==> src/hw/rtl/vcsp_pkg.sv <==
// Shared types, codes and constant tables of the command stream player.
// No dependencies.
package vcsp_pkg;

   localparam logic [7:0] CmdWrite = 8'hB3;
   localparam logic [7:0] CmdEnd   = 8'h66;

   localparam int SilenceLength   = 42;
   localparam int StepWidth       = $clog2(SilenceLength + 1);
   localparam int QueueDepth      = 4;
   localparam int QueuePtrWidth   = $clog2(QueueDepth);
   localparam int QueueCountWidth = $clog2(QueueDepth + 1);

   typedef enum logic [1:0] {
      KIND_BYTE = 2'd0,
      KIND_STOP = 2'd1,
      KIND_PLAY = 2'd2
   } kind_type;

   typedef enum logic [1:0] {
      EV_WRITE = 2'd0,
      EV_WAIT  = 2'd1,
      EV_SEEK  = 2'd2,
      EV_STOP  = 2'd3
   } event_type;

   typedef enum logic [1:0] {
      PH_CMD   = 2'd0,
      PH_INDEX = 2'd1,
      PH_VALUE = 2'd2
   } phase_type;

   typedef enum logic [1:0] {
      JOB_WRITE   = 2'd0,
      JOB_WAIT    = 2'd1,
      JOB_SEEK    = 2'd2,
      JOB_SILENCE = 2'd3
   } job_kind_type;

   // One classified request, as handed from the front to the back.
   typedef struct packed {
      job_kind_type kind;
      logic         stop;
      logic [7:0]   offset;
      logic [7:0]   value;
      logic [31:0]  seek;
   } job_type;

   // Queue handshake between front/back and the queue.
   typedef struct packed {
      logic push;
      logic pop;
   } queue_ctrl_type;

   typedef struct packed {
      logic full;
      logic not_empty;
   } queue_stat_type;

   // Write index to register offset; zero means unmapped or out of range.
   function automatic logic [7:0] reg_map(input logic [7:0] idx);
      logic [7:0] off;
      case (idx)
         8'h00: off = 8'h60;  8'h01: off = 8'h62;  8'h02: off = 8'h63;
         8'h03: off = 8'h64;  8'h04: off = 8'h65;  8'h06: off = 8'h68;
         8'h07: off = 8'h69;  8'h08: off = 8'h6C;  8'h09: off = 8'h6D;
         8'h0A: off = 8'h70;  8'h0B: off = 8'h72;  8'h0C: off = 8'h73;
         8'h0D: off = 8'h74;  8'h0E: off = 8'h75;  8'h10: off = 8'h78;
         8'h11: off = 8'h79;  8'h12: off = 8'h7C;  8'h13: off = 8'h7D;
         8'h14: off = 8'h80;  8'h15: off = 8'h81;  8'h16: off = 8'h84;
         8'h20: off = 8'h90;  8'h21: off = 8'h91;  8'h22: off = 8'h92;
         8'h23: off = 8'h93;  8'h24: off = 8'h94;  8'h25: off = 8'h95;
         8'h26: off = 8'h96;  8'h27: off = 8'h97;  8'h28: off = 8'h98;
         8'h29: off = 8'h99;  8'h2A: off = 8'h9A;  8'h2B: off = 8'h9B;
         8'h2C: off = 8'h9C;  8'h2D: off = 8'h9D;  8'h2E: off = 8'h9E;
         8'h2F: off = 8'h9F;
         default: off = 8'h00;
      endcase
      return off;
   endfunction

   // Silence sequence: register offset per step.
   function automatic logic [7:0] silence_offset(input logic [StepWidth-1:0] step);
      logic [7:0] off;
      case (step)
         6'd0:  off = 8'h84;  6'd1:  off = 8'h60;  6'd2:  off = 8'h62;
         6'd3:  off = 8'h63;  6'd4:  off = 8'h64;  6'd5:  off = 8'h65;
         6'd6:  off = 8'h68;  6'd7:  off = 8'h69;  6'd8:  off = 8'h6C;
         6'd9:  off = 8'h6D;  6'd10: off = 8'h70;  6'd11: off = 8'h72;
         6'd12: off = 8'h73;  6'd13: off = 8'h74;  6'd14: off = 8'h75;
         6'd15: off = 8'h78;  6'd16: off = 8'h79;  6'd17: off = 8'h7C;
         6'd18: off = 8'h7D;  6'd19: off = 8'h80;  6'd20: off = 8'h81;
         6'd21: off = 8'h84;  6'd22: off = 8'h90;  6'd23: off = 8'h91;
         6'd24: off = 8'h92;  6'd25: off = 8'h93;  6'd26: off = 8'h94;
         6'd27: off = 8'h95;  6'd28: off = 8'h96;  6'd29: off = 8'h97;
         6'd30: off = 8'h98;  6'd31: off = 8'h99;  6'd32: off = 8'h9A;
         6'd33: off = 8'h9B;  6'd34: off = 8'h9C;  6'd35: off = 8'h9D;
         6'd36: off = 8'h9E;  6'd37: off = 8'h9F;  6'd38: off = 8'h74;
         6'd39: off = 8'h80;  6'd40: off = 8'h81;  6'd41: off = 8'h84;
         default: off = 8'h00;
      endcase
      return off;
   endfunction

   // Silence sequence: value per step (zero except the closing writes).
   function automatic logic [7:0] silence_value(input logic [StepWidth-1:0] step);
      logic [7:0] val;
      case (step)
         6'd38:   val = 8'h80;
         6'd39:   val = 8'h77;
         6'd40:   val = 8'hFF;
         6'd41:   val = 8'h80;
         default: val = 8'h00;
      endcase
      return val;
   endfunction

endpackage

==> src/hw/rtl/vcsp_front.sv <==
// Front end: takes requests, tracks play/parse state, emits jobs.
// Depends on vcsp_pkg.
module vcsp_front (
   input  logic                     clock,
   input  logic                     reset,
   input  logic                     req_valid,
   output logic                     req_ready,
   input  logic [1:0]               req_kind,
   input  logic [7:0]               req_stream_byte,
   input  logic                     csr_we,
   input  logic [31:0]              csr_wdata,
   input  vcsp_pkg::queue_stat_type q_stat,
   output logic                     q_push,
   output vcsp_pkg::job_type        q_job
);
   import vcsp_pkg::*;

   logic        playing_ff, playing_in;
   phase_type   phase_ff, phase_in;
   logic [7:0]  pending_ff, pending_in;
   logic [31:0] loop_ff;
   logic        accept;
   logic [7:0]  mapped;

   assign req_ready = !q_stat.full;
   assign accept    = req_valid && req_ready;
   assign mapped    = reg_map(pending_ff);

   // next state
   always_comb begin
      playing_in = playing_ff;
      phase_in   = phase_ff;
      pending_in = pending_ff;
      if (accept) begin
         unique case (req_kind)
            KIND_STOP: begin
               playing_in = 1'b0;
               phase_in   = PH_CMD;
            end
            KIND_PLAY: begin
               playing_in = 1'b1;
               phase_in   = PH_CMD;
            end
            KIND_BYTE: begin
               if (playing_ff) begin
                  unique case (phase_ff)
                     PH_INDEX: begin
                        pending_in = req_stream_byte;
                        phase_in   = PH_VALUE;
                     end
                     PH_VALUE: phase_in = PH_CMD;
                     default: begin
                        if (req_stream_byte == CmdWrite) begin
                           phase_in = PH_INDEX;
                        end else begin
                           phase_in = PH_CMD;
                           if (req_stream_byte == CmdEnd && loop_ff == '0) begin
                              playing_in = 1'b0;
                           end
                        end
                     end
                  endcase
               end
            end
            default: ;
         endcase
      end
   end

   // job emission
   always_comb begin
      q_push        = 1'b0;
      q_job.kind    = JOB_WAIT;
      q_job.stop    = 1'b0;
      q_job.offset  = mapped;
      q_job.value   = req_stream_byte;
      q_job.seek    = loop_ff;
      if (accept) begin
         unique case (req_kind)
            KIND_STOP: begin
               q_push     = 1'b1;
               q_job.kind = JOB_SILENCE;
               q_job.stop = 1'b1;
            end
            KIND_PLAY: begin
               q_push     = 1'b1;
               q_job.kind = JOB_SILENCE;
            end
            KIND_BYTE: begin
               if (playing_ff) begin
                  unique case (phase_ff)
                     PH_INDEX: ;
                     PH_VALUE: begin
                        q_push     = (mapped != 8'h00);
                        q_job.kind = JOB_WRITE;
                     end
                     default: begin
                        if (req_stream_byte == CmdEnd) begin
                           q_push = 1'b1;
                           if (loop_ff != '0) begin
                              q_job.kind = JOB_SEEK;
                           end else begin
                              q_job.kind = JOB_SILENCE;
                              q_job.stop = 1'b1;
                           end
                        end else if (req_stream_byte != CmdWrite) begin
                           q_push = 1'b1;
                        end
                     end
                  endcase
               end
            end
            default: ;
         endcase
      end
   end

   always_ff @(posedge clock) begin
      if (reset) begin
         playing_ff <= 1'b0;
         phase_ff   <= PH_CMD;
         pending_ff <= 8'h00;
         loop_ff    <= '0;
      end else begin
         playing_ff <= playing_in;
         phase_ff   <= phase_in;
         pending_ff <= pending_in;
         if (csr_we) begin
            loop_ff <= csr_wdata;
         end
      end
   end

endmodule

==> src/hw/rtl/vcsp_queue.sv <==
// Short job queue between front and back, flop based.
// Depends on vcsp_pkg.
module vcsp_queue (
   input  logic                     clock,
   input  logic                     reset,
   input  vcsp_pkg::queue_ctrl_type ctrl,
   input  vcsp_pkg::job_type        push_job,
   output vcsp_pkg::queue_stat_type stat,
   output vcsp_pkg::job_type        head_job
);
   import vcsp_pkg::*;

   job_type                    entry_ff [QueueDepth];
   logic [QueuePtrWidth-1:0]   wptr_ff, rptr_ff;
   logic [QueueCountWidth-1:0] count_ff, count_in;
   logic                       do_push, do_pop;

   assign stat.full      = (count_ff == QueueCountWidth'(QueueDepth));
   assign stat.not_empty = (count_ff != '0);
   assign head_job       = entry_ff[rptr_ff];
   assign do_push        = ctrl.push && !stat.full;
   assign do_pop         = ctrl.pop && stat.not_empty;

   always_comb begin
      count_in = count_ff;
      if (do_push && !do_pop) begin
         count_in = count_ff + QueueCountWidth'(1);
      end else if (do_pop && !do_push) begin
         count_in = count_ff - QueueCountWidth'(1);
      end
   end

   always_ff @(posedge clock) begin
      if (reset) begin
         wptr_ff  <= '0;
         rptr_ff  <= '0;
         count_ff <= '0;
      end else begin
         count_ff <= count_in;
         if (do_push) begin
            wptr_ff <= wptr_ff + QueuePtrWidth'(1);
         end
         if (do_pop) begin
            rptr_ff <= rptr_ff + QueuePtrWidth'(1);
         end
      end
   end

   always_ff @(posedge clock) begin
      if (do_push) begin
         entry_ff[wptr_ff] <= push_job;
      end
   end

endmodule

==> src/hw/rtl/vcsp_back.sv <==
// Back end: expands queued jobs into responses through an output register.
// Depends on vcsp_pkg.
module vcsp_back (
   input  logic                     clock,
   input  logic                     reset,
   input  vcsp_pkg::queue_stat_type q_stat,
   input  vcsp_pkg::job_type        q_job,
   output logic                     q_pop,
   output logic                     rsp_valid,
   input  logic                     rsp_ready,
   output logic [1:0]               rsp_event_res,
   output logic [7:0]               rsp_reg_offset,
   output logic [7:0]               rsp_reg_value,
   output logic [31:0]              rsp_seek_offset,
   output logic                     rsp_last
);
   import vcsp_pkg::*;

   logic [StepWidth-1:0] step_ff, step_in;
   logic                 valid_ff, valid_in;
   event_type            event_ff, event_in;
   logic [7:0]           offset_ff, offset_in;
   logic [7:0]           value_ff, value_in;
   logic [31:0]          seek_ff, seek_in;
   logic                 last_ff, last_in;
   logic                 advance;
   logic                 done;
   logic                 in_silence;

   assign advance    = q_stat.not_empty && (!valid_ff || rsp_ready);
   assign in_silence = (step_ff < StepWidth'(SilenceLength));

   // current result of the head job
   always_comb begin
      event_in  = EV_WRITE;
      offset_in = 8'h00;
      value_in  = 8'h00;
      seek_in   = '0;
      done      = 1'b1;
      unique case (q_job.kind)
         JOB_WRITE: begin
            offset_in = q_job.offset;
            value_in  = q_job.value;
         end
         JOB_WAIT: event_in = EV_WAIT;
         JOB_SEEK: begin
            event_in = EV_SEEK;
            seek_in  = q_job.seek;
         end
         default: begin
            if (in_silence) begin
               offset_in = silence_offset(step_ff);
               value_in  = silence_value(step_ff);
               done      = !q_job.stop && (step_ff == StepWidth'(SilenceLength - 1));
            end else begin
               event_in = EV_STOP;
            end
         end
      endcase
      last_in = done;
   end

   always_comb begin
      q_pop    = advance && done;
      step_in  = step_ff;
      valid_in = valid_ff && !rsp_ready;
      if (advance) begin
         valid_in = 1'b1;
         step_in  = done ? '0 : step_ff + StepWidth'(1);
      end
   end

   always_ff @(posedge clock) begin
      if (reset) begin
         step_ff  <= '0;
         valid_ff <= 1'b0;
      end else begin
         step_ff  <= step_in;
         valid_ff <= valid_in;
      end
   end

   always_ff @(posedge clock) begin
      if (advance) begin
         event_ff  <= event_in;
         offset_ff <= offset_in;
         value_ff  <= value_in;
         seek_ff   <= seek_in;
         last_ff   <= last_in;
      end
   end

   assign rsp_valid       = valid_ff;
   assign rsp_event_res   = event_ff;
   assign rsp_reg_offset  = offset_ff;
   assign rsp_reg_value   = value_ff;
   assign rsp_seek_offset = seek_ff;
   assign rsp_last        = last_ff;

endmodule

==> src/hw/rtl/vgm_command_stream_player_core.sv <==
// An accepted request passes through the job queue and the back end's output
// register. Throughput, while rsp_ready is high: one request per cycle while
// each makes at most one response; a stop/play/end-of-data silence makes 42 or
// 43 responses, one per cycle, paced by the step counter. A 4-deep job queue
// decouples the two ends. Reset (synchronous, active high): stopped, parser
// expects a command byte, loop offset zero, queue and output register empty.
module vgm_command_stream_player_core (
   input  logic        clock,
   input  logic        reset,
   input  logic        req_valid,
   output logic        req_ready,
   input  logic [1:0]  req_kind,
   input  logic [7:0]  req_stream_byte,
   output logic        rsp_valid,
   input  logic        rsp_ready,
   output logic [1:0]  rsp_event_res,
   output logic [7:0]  rsp_reg_offset,
   output logic [7:0]  rsp_reg_value,
   output logic [31:0] rsp_seek_offset,
   output logic        rsp_last,
   input  logic        csr_we,
   input  logic [31:0] csr_wdata
);
   import vcsp_pkg::*;

   // Front -> queue: one job per request that makes any response.
   queue_ctrl_type q_ctrl;
   queue_stat_type q_stat;
   job_type        push_job;
   job_type        head_job;
   logic           q_push;
   logic           q_pop;

   assign q_ctrl.push = q_push;
   assign q_ctrl.pop  = q_pop;

   // Parser: holds play flag, parse phase, pending index and loop offset.
   vcsp_front u_front (
      .clock           (clock),
      .reset           (reset),
      .req_valid       (req_valid),
      .req_ready       (req_ready),
      .req_kind        (req_kind),
      .req_stream_byte (req_stream_byte),
      .csr_we          (csr_we),
      .csr_wdata       (csr_wdata),
      .q_stat          (q_stat),
      .q_push          (q_push),
      .q_job           (push_job)
   );

   vcsp_queue u_queue (
      .clock    (clock),
      .reset    (reset),
      .ctrl     (q_ctrl),
      .push_job (push_job),
      .stat     (q_stat),
      .head_job (head_job)
   );

   // Sequencer: single responses pass in one step, silence walks the table.
   vcsp_back u_back (
      .clock           (clock),
      .reset           (reset),
      .q_stat          (q_stat),
      .q_job           (head_job),
      .q_pop           (q_pop),
      .rsp_valid       (rsp_valid),
      .rsp_ready       (rsp_ready),
      .rsp_event_res   (rsp_event_res),
      .rsp_reg_offset  (rsp_reg_offset),
      .rsp_reg_value   (rsp_reg_value),
      .rsp_seek_offset (rsp_seek_offset),
      .rsp_last        (rsp_last)
   );

endmodule

==> config.mk <==
export PLATFORM = sky130hd
export DESIGN_NAME = vgm_command_stream_player_core
export DESIGN_NICKNAME = d
export VERILOG_FILES = /design/src/hw/rtl/vcsp_pkg.sv /design/src/hw/rtl/vcsp_front.sv /design/src/hw/rtl/vcsp_queue.sv /design/src/hw/rtl/vcsp_back.sv /design/src/hw/rtl/vgm_command_stream_player_core.sv
export SDC_FILE = /design/constraint.sdc
export NUM_CORES = 1
export LEC_CHECK = 0
export BUFFER_PORTS_ARGS = -buffer_cell sky130_fd_sc_hd__buf_2
export CORE_MARGIN = 5
export CORE_UTILIZATION = 42
export DETAILED_ROUTE_END_ITERATION = 10
export PLACE_DENSITY = 0.69
export SETUP_SLACK_MARGIN = 0.4
export SYNTH_ARGS = -nofsm -noshare
export SYNTH_HDL_FRONTEND = slang
export SYNTH_HIERARCHICAL = 1
export SYNTH_SLANG_ARGS = --single-unit
==> constraint.sdc <==
create_clock -name clock -period 4.8 [get_ports clock]
set_input_delay 0.24 -clock clock [delete_from_list [all_inputs] [get_ports clock]]
set_output_delay 0.24 -clock clock [all_outputs]
set_load 0.01 [all_outputs]
== Word level (Yosys, flattened, before mapping) ==
Memories as Yosys holds them, arrays and structs flattened. A register that Yosys moved wholly into a read port is not among the register bits.
Index checks and enable logic that the tools add are counted.

* Output and inout bits: 53
* ROM bits: 1024
* Bits in registers: 108
* RAM bits: 204
* Word-level logic and storage cells: 119
* Input bits: 47
* Memories: 3

* Add/sub/neg operators: 5
* $lt $le $gt $ge: 1
* Eq/ne operators: 15
* Mux-type cells: 46
* Reduce and logical (&&, ||, !) cells: 35

{| class="wikitable"
|+ Memory list
! name !! depth !! width !! rd ports !! clocked after Yosys merged registers in !! write ports !! line !! RTL
|-
| (no name shown) || 64 || 8 || 1 || 1 || 0 || vcsp_pkg.sv:85 || <nowiki>case (step)</nowiki>
|-
| (no name shown) || 64 || 8 || 1 || 1 || 0 || vcsp_pkg.sv:63 || <nowiki>case (idx)</nowiki>
|-
| u_queue.entry_ff || 4 || 51 || 1 || 1 || 1 || vcsp_queue.sv:13 || <nowiki>job_type entry_ff [QueueDepth];</nowiki>
|}

{| class="wikitable"
|+ Operators by type and width
! operator !! number
|-
| $logic_not 32->1 || 1
|-
| $pmux 8 s2 || 2
|-
| $reduce_bool 32->1 || 1
|-
| $mux 6 || 5
|-
| $eq 6x6->1 const B || 4
|-
| $mux 8 || 3
|-
| $pmux 8 s3 || 1
|-
| $mux 1 || 17
|-
| $pmux 2 s2 || 4
|-
| $mux 3 || 5
|-
| $logic_and 1x1->1 || 10
|-
| $eq 8x7->1 const B || 1
|-
| $eq 8x8->1 const B || 1
|-
| $mux 2 || 4
|-
| $ne 8x8->1 const B || 1
|-
| $reduce_bool 8->1 || 1
|-
| $reduce_or 2->1 || 4
|-
| $add 6x1->6 const B || 1
|-
| $eq 2x1->1 const B || 3
|-
| $eq 2x2->1 const B || 3
|-
| $logic_not 1->1 || 6
|-
| $logic_not 2->1 || 3
|-
| $lt 6x6->1 const B || 1
|-
| $pmux 1 s2 || 3
|-
| other kinds (14) || 17
|}

== Depth between registers and ports, before layout ==
* Word-level depth: 12
* Mapped depth: 14
* Depth with buffers taken out: 14

== By module ==
The synthesis kept the hierarchy.

{| class="wikitable"
|+ By module, submodules not included
! module !! area an instance (µm²) !! cells an instance !! instances !! seq. area each (µm²)
|-
| vcsp_queue || 7886.3 || 315 || 1 || 6306.0
|-
| vcsp_back || 3328.2 || 284 || 1 || 1811.7
|-
| vcsp_front || 2583.7 || 296 || 1 || 1001.0
|}

== Worst setup path after synthesis ==
Ideal clock, no wire load.

* Path kind: register to register
* Start: reg u_queue.count_ff[0]
* End: reg (tool-made name)
* Arrival time: 3.420 ns
* Stages on the path, launching flop included: 13
* Data required time: 4.730 ns
* Buffers on the path: 1
* Clock period less this slack: 3.490 ns
* Library setup time: 0.070 ns
* Setup slack: 1.310 ns
* Cells stage by stage: dfxtp_1 or3_1 clkbuf_1 nand2_1 inv_2 nand4_1 o32ai_2 inv_1 ha_1 or3b_2 a41oi_1 o22ai_1 a21oi_1

{| class="wikitable"
|+ RTL lines
! element !! line !! RTL
|-
| from (decl) || vcsp_queue.sv:15 || <nowiki>logic [QueueCountWidth-1:0] count_ff, count_in;</nowiki>
|-
| from (signal assigned) || vcsp_queue.sv:39 || <nowiki>count_ff <= count_in;</nowiki>
|}

==> results.json <==
{
  "track_usage_pct": 15.8,
  "fmax_mhz": 281,
  "ir_drop_mv": 0.223,
  "crit_path_start_kind": "register",
  "port_buffers": 99,
  "powerDensity_nw_per_um2": 466,
  "gp_congestion": 0.896,
  "power.switching_uw": 1990,
  "min_path_type": "input pin to register",
  "dr.pass1.iters": 7,
  "cts_max_path_buffers": 3,
  "htree_levels": 2,
  "rsz0062_at_grt": "no",
  "place_area_um2": 14600,
  "worstPathArrival_ns": 4.01,
  "worst_pin_slew_ns": 1.13,
  "clkPwrFrac_pct": 34.4,
  "ys_async_sr_fraction_pct": 0,
  "grt_pass1_wl_um": 45200,
  "drive_above_1_share_pct": 23.3,
  "synthTopCellsByArea": "edfxtp_1 55%, dfxtp_1 11%, mux4_2 8.3%",
  "maxSlewHeadroom_pct": 24.1,
  "drt_iter0_drc": 676,
  "p_leak_uw": 0.00569,
  "ys_ff_latch": 328,
  "clk_latency_ns": 0.52,
  "wl_per_cell_um": 19.2,
  "fin_cells": 1495,
  "syn_inst": 895,
  "routed_wl_um": 28800,
  "crit_fanout": 15,
  "critPathKind": "register to register",
  "cts_tree": "built",
  "nFillCells": 2687,
  "synth_edf_count": 255,
  "fin_crit_ns": 3.56,
  "antenna_found_initial": 3,
  "grt_overflow": 0,
  "regArea_um2": 9120,
  "tns_ns": 0,
  "die_area_um2": 36600,
  "critPathCaptureType": "register",
  "slew_viol_final": 0,
  "status": "complete, no violations",
  "synth_cell_types": 81,
  "syn_to_final_growth_pct": 16.2,
  "grt_pass1_vias": 8008,
  "cts_buffers": 35,
  "die_w_um": 191,
  "drc": 0,
  "hpwl_um": 18200,
  "ys_top_cells_by_count": "255 x edfxtp_1, 73 x dfxtp_1, 62 x nor2_1",
  "synth_top_flop_cell": "edfxtp_1",
  "postRouteAntennaNets": 0,
  "start_util_pct": 42.5,
  "cts_root_buf": "clkbuf_16",
  "die_y_um": 191,
  "dpl.cell_count": 1399,
  "finalSetupViolCount": 0,
  "power.internal_uw": 5490,
  "max_stage_delay_ns": 0.53,
  "critPathTopFamily": "compound AO/OA/AOI/OAI gates",
  "path_clk_slew_ns": 0.06,
  "crit_buf_inv": 1,
  "skew_ns": 0.0126,
  "power_frac_seq_pct": 48.1,
  "crit_slowest_cell": "or3_1",
  "post_cts_resize_count": 0,
  "rows": 66,
  "grt_max_degree": 44,
  "cp_common_cell": "o21ai_0",
  "min_period_over_period_pct": 74.2,
  "clock-sinks": 328,
  "io_pins": 100,
  "syn_avg_cell_area_um2": 15.4,
  "via_per_inst": 5.29,
  "synth_area_um2": 13800,
  "coreArea_um2": 32500,
  "cts_setup_buffers": 0,
  "vias": 7903,
  "seq_area_frac_synth_pct": 66.1,
  "multi_input_area_um2": 4260,
  "cp.required_ns": 5.25,
  "synth_fp_nets": 976,
  "whs_ns": 0.0128,
  "p_comb_share_pct": 17.5,
  "path_cells": "or3_1 -> nand2_1 -> inv_2 -> o31ai_1 -> and2_1 -> ha_1 -> mux2_2 -> o21ai_0 -> o21ai_0 -> a41oi_1 -> o22ai_1 -> a21oi_1",
  "synth.top_cell.area_share_pct": 55.5,
  "synth.most_common_cell": "edfxtp_1",
  "finalHoldViolCount": 0,
  "swShare_pct": 26.6,
  "nNetsFinal": 1105,
  "max_cap_viol_count": 0,
  "final_area_um2": 16000,
  "yosysWarnings": 6,
  "yosysTopAreaCell": "edfxtp_1",
  "cts_hold_buffers": 30
}
## per-layer routing
| layer | share of wire (%) | GRT usage [%] |
|---|---|---|
| met4 | 2.6 | 4.94 |
| met3 | 4.8 | 2.72 |
| met1 | 44 | 21.3 |
| met5 | 0.045 | 0 |
| met2 | 49 | 26.1 |
## logic make-up after synthesis
family          count (synthesis)  share of synthesized area [%]
mux                            95                           11.7
buf+inv                        75                           3.07
fa+ha+maj                      34                           3.14
flops                         328                           66.1
compound gates                116                           6.00
xor+xnor                       12                          0.816
simple gates                  235                           9.21
## power by group through the flow
| stage | logic (uW) | clock network (uW) | registers, uW |
|---|---|---|---|
| 6_report | 1310 | 2570 | 3590 |
| 5_1_grt | 1430 | 2760 | 3630 |
| 4_1_cts | 1330 | 2640 | 3600 |
| 3_5_place_dp | 1310 | 0 | 3650 |
| 3_3_place_gp | 1300 | 0 | 3650 |
| 2_1_floorplan | 855 | 0 | 3690 |
## registers in the layout (all words and copies together) (netlist names), named ones only
signal / count
u_front/pending_ff: 8
u_back/step_ff: 6
u_front/phase_ff: 2
u_queue/wptr_ff: 2
u_back/rsp_event_res: 2
u_front/loop_ff: 32
u_front/playing_ff: 1
u_back/rsp_last: 1
u_back/rsp_reg_value: 8
u_back/rsp_seek_offset: 32
u_back/rsp_valid: 1
u_queue/count_ff: 3
u_queue/entry_ff: 204
u_queue/rptr_ff: 2
u_back/rsp_reg_offset: 8
## through the flow
stage	power (uW)	setup WS (ns)	util [%]
floorplan	4540	1.31	-
CTS	7570	1.27	49.4
global placement	4950	1.36	45.0
global route	7820	0.901	49.4
finish	7480	1.24	49.4
detailed placement	4960	1.28	45.0
## layout make-up
type | count | share of cell area (%)
multi-input combinational | 492 | 26.6
inverter | 29 | 0.710
clock buffer | 51 | 6.15
sequential | 328 | 56.9
antenna | 2 | 0.0312
clock inverter | 13 | 0.780
tap | 442 | 3.45
timing repair buffer | 138 | 5.38
## layout by cell type, fill, tap and decap left out, drive strengths merged, types with 9 or more instances in the layout
cell / synthesis / layout
nor2b: 11 / 11
mux2i: 40 / 40
a22o: 9 / 9
dlygate4sd3: 0 / 30
o21ai: 24 / 24
buf: 32 / 108
a21oi: 25 / 25
nand2: 38 / 38
clkbuf: 14 / 51
mux4: 51 / 51
dfxtp: 73 / 73
nor2: 64 / 64
a21o: 9 / 9
ha: 33 / 33
inv: 29 / 32
nor4: 11 / 11
nand3: 17 / 17
nor3: 10 / 10
edfxtp: 255 / 255
and2: 47 / 47
## tightest hold or removal path, delay by kind of cell
kind / cells / cell delay [ns]
and+or+nand+nor: 1 / 0.08
buffers and inverters: 1 / 0.10
muxes: 1 / 0.06
## final timing paths
check	endpoint	start	slack (ns)	cells after the start
max	register	u_queue/count_ff[1]$_SDFFE_PP0P_	1.24	12
min	u_front/loop_ff[0]$_SDFFE_PP0P_	csr_wdata[0]	0.01	3
max reg2reg	register	u_queue/count_ff[1]$_SDFFE_PP0P_	1.24	12
min reg2reg	u_front/pending_ff[7]$_SDFFE_PP0P_	u_front/pending_ff[7]$_SDFFE_PP0P_	0.46	2
Power figures use the tool's default switching activity.
